**config.mk**
```make
export PLATFORM = sky130hd
export DESIGN_NAME = lower_median_select_unit
export DESIGN_NICKNAME = d
export VERILOG_FILES = /design/src/lms_pkg.sv /design/src/lms_ram.sv /design/src/lms_core.sv /design/src/lower_median_select_unit.sv
export SDC_FILE = /design/constraint.sdc
export NUM_CORES = 2
export LEC_CHECK = 0
export BUFFER_PORTS_ARGS = -buffer_cell sky130_fd_sc_hd__buf_4
export CORE_UTILIZATION = 60
export DETAILED_ROUTE_END_ITERATION = 6
export MAX_ROUTING_LAYER = met4
export PLACE_DENSITY = 0.84
export SLEW_MARGIN = 20
export SYNTH_ARGS = -nofsm -noshare
export SYNTH_HDL_FRONTEND = slang
export SYNTH_SLANG_ARGS = --single-unit
```
**constraint.sdc**
```tcl
create_clock -name clk_i -period 8.5 [get_ports clk_i]
set_clock_uncertainty 0.2 [all_clocks]
set_input_delay 0.425 -clock clk_i [delete_from_list [all_inputs] [get_ports clk_i]]
set_output_delay 0.425 -clock clk_i [all_outputs]
set_load 0.02 [all_outputs]
```
**src/lms_pkg.sv**
```systemverilog
`timescale 1ns / 1ps
// ----------------------------------------------------------------------------
// lms_pkg
// Shared types and constants for the lower median select unit.
// ----------------------------------------------------------------------------
package lms_pkg;

  // buffer depth and derived widths
  localparam int unsigned MaxSetSize = 64;
  localparam int unsigned AddrW      = $clog2(MaxSetSize);
  localparam int unsigned CountW     = $clog2(MaxSetSize + 1);
  localparam int unsigned DataW      = 32;
  localparam int unsigned OutCountW  = 7;

  // one finished result
  typedef struct packed {
    logic signed [DataW-1:0]     median;
    logic        [OutCountW-1:0] count;
    logic                        ovf;
  } lms_res_t;

endpackage

```
**src/lms_ram.sv**
```systemverilog
`timescale 1ns / 1ps
// ----------------------------------------------------------------------------
// lms_ram
// Generic simple dual-port RAM: one write port, one read port, registered read.
// ----------------------------------------------------------------------------
module lms_ram #(
  parameter int unsigned WIDTH = 32,
  parameter int unsigned DEPTH = 64
) (
  input  logic                     clk_i,
  input  logic                     we_i,
  input  logic [$clog2(DEPTH)-1:0] waddr_i,
  input  logic [WIDTH-1:0]         wdata_i,
  input  logic [$clog2(DEPTH)-1:0] raddr_i,
  output logic [WIDTH-1:0]         rdata_o
);

  logic [WIDTH-1:0] mem_q [DEPTH];
  logic [WIDTH-1:0] rdata_q;

  // write and registered read
  always_ff @(posedge clk_i) begin
    if (we_i) begin
      mem_q[waddr_i] <= wdata_i;
    end
    rdata_q <= mem_q[raddr_i];
  end

  assign rdata_o = rdata_q;

endmodule

```
**src/lms_core.sv**
```systemverilog
`timescale 1ns / 1ps
// ----------------------------------------------------------------------------
// lms_core
// Loads a set into the value RAM, then runs an exchange sort pass by pass
// through the RAM until the lower median position is final.
// ----------------------------------------------------------------------------
module lms_core (
  input  logic                            clk_i,
  input  logic                            rst_ni,
  input  logic                            in_valid_i,
  output logic                            in_ready_o,
  input  logic signed [lms_pkg::DataW-1:0] sample_i,
  input  logic                            last_i,
  output logic                            res_valid_o,
  input  logic                            res_ready_i,
  output lms_pkg::lms_res_t               res_o
);
  import lms_pkg::*;

  typedef enum logic [1:0] {
    S_IDLE,
    S_PIVOT,
    S_SCAN,
    S_DONE
  } state_e;

  state_e                   state_q;
  logic [CountW-1:0]        fill_q;
  logic                     ovf_seen_q;
  logic [CountW-1:0]        n_q;
  logic                     ovf_q;
  logic [CountW-1:0]        i_q;
  logic [CountW-1:0]        j_q;
  logic                     first_q;
  logic signed [DataW-1:0]  cur_q;

  logic                     accept;
  logic                     ram_we;
  logic [AddrW-1:0]         ram_waddr;
  logic [DataW-1:0]         ram_wdata;
  logic [AddrW-1:0]         ram_raddr;
  logic [DataW-1:0]         ram_rdata;
  logic [CountW-1:0]        median_idx;
  logic [CountW-1:0]        j_prev;
  logic                     swap;

  assign accept     = in_valid_i && (state_q == S_IDLE);
  assign in_ready_o = (state_q == S_IDLE);
  assign median_idx = (n_q - 1'b1) >> 1;
  assign j_prev     = j_q - 1'b1;
  assign swap       = !first_q && (cur_q > $signed(ram_rdata));

  // RAM port selection: load writes in idle, swap writes during scan
  always_comb begin
    ram_we    = 1'b0;
    ram_waddr = fill_q[AddrW-1:0];
    ram_wdata = sample_i;
    ram_raddr = j_q[AddrW-1:0];
    case (state_q)
      S_IDLE: begin
        ram_we = accept && (fill_q < CountW'(MaxSetSize));
      end
      S_PIVOT: begin
        ram_raddr = i_q[AddrW-1:0];
      end
      S_SCAN: begin
        ram_we    = swap;
        ram_waddr = j_prev[AddrW-1:0];
        ram_wdata = cur_q;
      end
      default: begin
        ram_we = 1'b0;
      end
    endcase
  end

  lms_ram #(
    .WIDTH(DataW),
    .DEPTH(MaxSetSize)
  ) u_ram (
    .clk_i  (clk_i),
    .we_i   (ram_we),
    .waddr_i(ram_waddr),
    .wdata_i(ram_wdata),
    .raddr_i(ram_raddr),
    .rdata_o(ram_rdata)
  );

  // sequencer: load, sort passes, hand off result
  always_ff @(posedge clk_i or negedge rst_ni) begin
    if (!rst_ni) begin
      state_q    <= S_IDLE;
      fill_q     <= '0;
      ovf_seen_q <= 1'b0;
      n_q        <= '0;
      ovf_q      <= 1'b0;
      i_q        <= '0;
      j_q        <= '0;
      first_q    <= 1'b0;
      cur_q      <= '0;
    end else begin
      case (state_q)
        S_IDLE: begin
          if (accept) begin
            if (fill_q < CountW'(MaxSetSize)) begin
              fill_q <= fill_q + 1'b1;
            end else begin
              ovf_seen_q <= 1'b1;
            end
            if (last_i) begin
              // latch set size and flag, clear for the next set
              if (fill_q < CountW'(MaxSetSize)) begin
                n_q   <= fill_q + 1'b1;
                ovf_q <= ovf_seen_q;
              end else begin
                n_q   <= fill_q;
                ovf_q <= 1'b1;
              end
              fill_q     <= '0;
              ovf_seen_q <= 1'b0;
              i_q        <= '0;
              state_q    <= S_PIVOT;
            end
          end
        end
        S_PIVOT: begin
          j_q     <= i_q + 1'b1;
          first_q <= 1'b1;
          state_q <= S_SCAN;
        end
        S_SCAN: begin
          // take pivot, or exchange with the element just read
          if (first_q || swap) begin
            cur_q <= $signed(ram_rdata);
          end
          first_q <= 1'b0;
          if (j_q < n_q) begin
            j_q <= j_q + 1'b1;
          end else if (i_q == median_idx) begin
            state_q <= S_DONE;
          end else begin
            i_q     <= i_q + 1'b1;
            state_q <= S_PIVOT;
          end
        end
        S_DONE: begin
          if (res_ready_i) begin
            state_q <= S_IDLE;
          end
        end
        default: begin
          state_q <= S_IDLE;
        end
      endcase
    end
  end

  assign res_valid_o  = (state_q == S_DONE);
  assign res_o.median = cur_q;
  assign res_o.count  = OutCountW'(n_q);
  assign res_o.ovf    = ovf_q;

endmodule

```
**src/lower_median_select_unit.sv**
```systemverilog
`timescale 1ns / 1ps
// Ranking: for each position up to the lower median, a pass reads the pivot and then
//   scans the rest of the set through the one-read, one-write port of the value RAM;
//   the result then moves into the output register.
// Throughput: one value per cycle while loading; no values are taken while ranking.
// Reset: rst_ni clears count, overflow flag, sequencer and output valid;
//   the value RAM is not cleared.
// ----------------------------------------------------------------------------
// lower_median_select_unit
// Buffers a set of signed values and returns its lower median, count and
// overflow flag through a registered output stage.
// ----------------------------------------------------------------------------
module lower_median_select_unit (
  input  logic                             clk_i,
  input  logic                             rst_ni,
  input  logic                             in_valid_i,
  output logic                             in_ready_o,
  input  logic signed [lms_pkg::DataW-1:0]  sample_value_i,
  input  logic                             last_of_set_i,
  output logic                             out_valid_o,
  input  logic                             out_ready_i,
  output logic signed [lms_pkg::DataW-1:0]  median_value_o,
  output logic [lms_pkg::OutCountW-1:0]    set_count_o,
  output logic                             overflowed_o
);
  import lms_pkg::*;

  logic     res_valid;
  logic     res_ready;
  lms_res_t res;
  logic     out_valid_q;
  lms_res_t out_q;

  lms_core u_core (
    .clk_i      (clk_i),
    .rst_ni     (rst_ni),
    .in_valid_i (in_valid_i),
    .in_ready_o (in_ready_o),
    .sample_i   (sample_value_i),
    .last_i     (last_of_set_i),
    .res_valid_o(res_valid),
    .res_ready_i(res_ready),
    .res_o      (res)
  );

  // take a new result when the output register is empty or draining
  assign res_ready = !out_valid_q || out_ready_i;

  always_ff @(posedge clk_i or negedge rst_ni) begin
    if (!rst_ni) begin
      out_valid_q <= 1'b0;
    end else if (res_ready) begin
      out_valid_q <= res_valid;
    end
  end

  // hold payload until the transaction completes
  always_ff @(posedge clk_i) begin
    if (res_ready && res_valid) begin
      out_q <= res;
    end
  end

  assign out_valid_o    = out_valid_q;
  assign median_value_o = out_q.median;
  assign set_count_o    = out_q.count;
  assign overflowed_o   = out_q.ovf;

endmodule

```
==> results.txt <==
Registers are responsible for 38.9% of the overall power. Derived from the worst setup path, the maximum achievable clock frequency is 186 MHz. In the global route stage, overall resource usage came out at 35.8%. The die is 378 um tall. The max-capacitance violation count is 0. The number of synthesized flops with an enable pin is 2088. The tightest min-delay check is of the input port to flop type. The total power consumption of the routed design came out at 35.9 mW. The maximum vdd drop came out at 361 uV. In the routed layout, each cell is associated on average with a via count of 7.46. The final number of setup-violating endpoints is 0. The switching component of the power came out at 12.3 mW.

The iteration count of the initial detailed-routing pass is 7. The number of fill cells in the layout is 7733. Detailed routing inserted a total of 45910 vias.

The leading register cell type out of synthesis is sky130_fd_sc_hd__edfxtp_1. The final sum of negative setup slack is 0 ns. Among all stages on the critical path, the largest delay is contributed by sky130_fd_sc_hd__buf_4. The number of ports placed on the die boundary came out at 79. The number of placement rows came out at 137. The number of global-route vias before repair came out at 45465. The shortest clock period the worst path allows after layout came out at 5.37 ns. sky130_fd_sc_hd__edfxtp_1 takes more of the synthesized area than any other cell.

The number of clock sinks is 2186. The most common cell in the synthesized netlist is sky130_fd_sc_hd__edfxtp_1. The initial antenna violation count is 25.

Among the stages of the critical path, the cell type that occurs most often is sky130_fd_sc_hd__buf_4. Data on the critical path arrives at its endpoint at 5.86 ns. The number of instances in the synthesized netlist came out at 3874. The relative max-transition margin came out at 15.1%.

The number of nets at the end of the flow is 4172. After global routing the overflow that remains totals 0. The type of element capturing the critical path is a flop.

The fraction of layout cells with a size suffix above 1 came out at 27.3%. The number of nets produced by synthesis came out at 3958. The final-report max-slew violation count came out at 0. The startpoint of the worst hold path is sample_value_i[16]. The startpoint identified for the worst register-to-register timing path is u_core.state_q[1]. Summed over its instances, the top area cell type makes up 73.9% of the synthesized netlist area.

The worst hold slack came out at 0.0915 ns. The combinational share of power came out at 34.8%. In this run, post-CTS repair resized a total of 0 instances. The clock insertion delay at the later pin of the skew report came out at 0.84 ns. In the post-synthesis netlist, the biggest area contributors are sky130_fd_sc_hd__edfxtp_1 74%, sky130_fd_sc_hd__mux4_2 14%, sky130_fd_sc_hd__mux2i_1 3.0%, sky130_fd_sc_hd__dfrtp_1 1.9%, sky130_fd_sc_hd__o22ai_1 0.97%. The critical path start-end classification is flop to flop.

The endpoint required time on the critical path is 8.99 ns. The average wire per standard cell is 40.2 um. Once the floorplan was initialized, standard cells occupied 60.7% of the core.

For flop-to-flop paths, the worst setup slack is 3.13 ns. The clock slew at the register clock pins of the worst setup and hold paths came out at 0.07 ns. The sink of the worst hold path is u_core.u_ram.mem_q[41][16]. After synthesis, the netlist uses 57 different library cells. Counting cells, the worst reg-to-reg path comes to 10. The number of H-tree branching levels came out at 4. A synthesized cell averages 21.9 um^2. Summed over all nets, the half-perimeter wirelength after detailed placement is 121000 um. The final reports fail on DRC. The cell at the root of the clock tree is sky130_fd_sc_hd__clkbuf_16. The area after detailed placement is 88400 um^2.

The leakage power is 30.4 nW. The total internal power came out at 23.6 mW. Power spread over the standard cell area amounts to 377 nW/um^2. The count of nets left with antenna violations after detail routing came out at 0. Of the total power, the clock network draws 26.2%. The cell type group with the largest total delay on the critical path is buffers and inverters. The residual DRC count is 3. The sequential cell area fraction in the yosys report came out at 76.6%. The count of buffers added on input and output ports is 78. The largest incremental delay on the critical path is 0.74 ns. For this block, the initial DRC count from the detailed router was 8983. By count the netlist is led by 2088 x sky130_fd_sc_hd__edfxtp_1, 512 x sky130_fd_sc_hd__mux4_2, 257 x sky130_fd_sc_hd__mux2i_1. The final number of hold-violating endpoints came out at 0. The area enclosed by the die boundary is 143000 um^2.

The deepest clock path buffer count is 3. The wire length of the first global-routing pass is 341000 um. The flop and latch count out of synthesis is 2186.

The pin count of the biggest net entering global routing is 135. After synthesis the cells add up to 84800 um^2. The number of buffers created by CTS came out at 200. TritonCTS built the clock tree. The end of the worst register-to-register path is u_core.u_ram.rdata_o[26]. The critical path contains buffers and inverters numbering 3 combined.

Summing all non-filler instances in the final layout gives an area of 95200 um^2. The routed wire length is 247000 um. STA classifies the critical path startpoint as a flop. In the finished design, the share of the clock period the worst path needs comes to 63.2%.

Yosys printed 0 warnings. The area growth from synthesis to layout came out at 12.2%. The post-CTS setup buffer count is 0. The x dimension of the die is 378 um. The top fanout value on the critical path is 55. The run finished, with violations left.

In the synthesized netlist the async set-or-reset flop fraction comes to 3.02%. The slew of the pin with the lowest slew margin is 1.27 ns. The hold-critical path depth came out at 2.

The global placement routability congestion came out at 0.922. Net switching is 34.2% of the power. The critical path goes through inv_1 > ha_1 > nand2_1 > o21ai_4 > buf_4 > buf_4 > mux4_2 > mux2i_1 > o22ai_1 > or4_1. Setup repair after global routing left no endpoint under its margin. The core footprint came out at 140000 um^2.
[power by group through the flow]
stage                     combinational [mW]  clock, mW  sequential [mW]
final                                   12.5       9.42             14.0
after detailed placement                11.7          0             14.1
after CTS                               12.2       9.39             13.9
after global placement                  11.3          0             14.1
after floorplan                         8.18          0             13.9
after global routing                    12.8       9.77             14.0
[registers in the layout, summed over array words and instances, names as in the netlist]
signal and count:
u_core.u_ram.rdata_o 32, u_core.fill_q 7, u_core.ovf_q 1, u_core.n_q 7, overflowed_o 1, u_core.i_q 7, u_core.cur_q 32, u_core.state_q 2
median_value_o 32, u_core.u_ram.mem_q 2048, out_valid_o 1, u_core.j_q 7, u_core.first_q 1, set_count_o 7, u_core.ovf_seen_q 1
[routing by layer]
layer  vias to the layer above  wire, um  track usage [%]
met3                      1021     36700             10.6
met5                         -         0                -
met1                     23246     77500             43.7
met2                      4925    115000             53.4
met4                         0     17900             21.2
li1                      16718         -                -
[cell usage in the layout (no fill, tap or decap), types with 33 or more instances in the layout]
master	n
sky130_fd_sc_hd__edfxtp_1	2088
sky130_fd_sc_hd__mux4_2	512
sky130_fd_sc_hd__mux2i_1	257
sky130_fd_sc_hd__clkbuf_16	207
sky130_fd_sc_hd__buf_4	198
sky130_fd_sc_hd__o22ai_1	130
sky130_fd_sc_hd__nand2_1	66
sky130_fd_sc_hd__dfrtp_1	66
sky130_fd_sc_hd__mux2_2	63
sky130_fd_sc_hd__inv_1	52
sky130_fd_sc_hd__ha_1	46
sky130_fd_sc_hd__clkbuf_1	43
sky130_fd_sc_hd__nor2_4	34
sky130_fd_sc_hd__or4_1	33
sky130_fd_sc_hd__clkinv_2	33
[metrics by stage]
stage	cells	util, %	worst slack (ns)
after floorplan	3874	-	2.28
after global placement	5755	63.2	3.38
after detailed placement	5755	63.2	3.37
after CTS	6135	68.0	3.32
after global routing	6148	68.1	3.04
final	6153	68.1	3.13
[how the worst max path moves through the flow]
stage | from | to | slack [ns] | cells after the start
2_1_floorplan | u_core.cur_q[30] | u_core.u_ram.mem_q[39][0] | 2.28 | 11
3_3_place_gp | u_core.state_q[1] | u_core.u_ram.rdata_o[17] | 3.38 | 10
3_5_place_dp | u_core.state_q[1] | u_core.u_ram.rdata_o[17] | 3.37 | 10
4_1_cts | u_core.state_q[1] | u_core.u_ram.rdata_o[17] | 3.32 | 10
5_1_grt | u_core.state_q[1] | u_core.u_ram.rdata_o[31] | 3.04 | 10
6_report | u_core.state_q[1] | u_core.u_ram.rdata_o[26] | 3.13 | 10
[cell type report]
class                           count  area (um^2)  area share, %
Sequential cell                  2186        65000           68.2
Multi-Input combinational cell   1432        19100           20.1
Clock buffer                      263         5520           5.80
Tap cell                         1876         2350           2.46
Timing Repair Buffer              215         1780           1.86
Clock inverter                    112         1230           1.29
Inverter                           53          199          0.209
Antenna cell                       16         40.0         0.0420
[cells by family after synthesis]
group,synth area share (%)
AO/OA/AOI/OAI,1.83
XOR/XNOR,0.237
AND/OR/NAND/NOR,1.73
flip-flops,76.6
multiplexers,17.5
buffers and inverters,1.43
adder cells (fa/ha/maj),0.693
[what timing repair did]
item / 4_1_cts / 5_1_grt
endpoints found under the setup margin: 0 / 0
hold buffers: 5 / 0
endpoints found under the hold margin: 76 / 0
No activity file was read; power rests on OpenSTA's default activity.
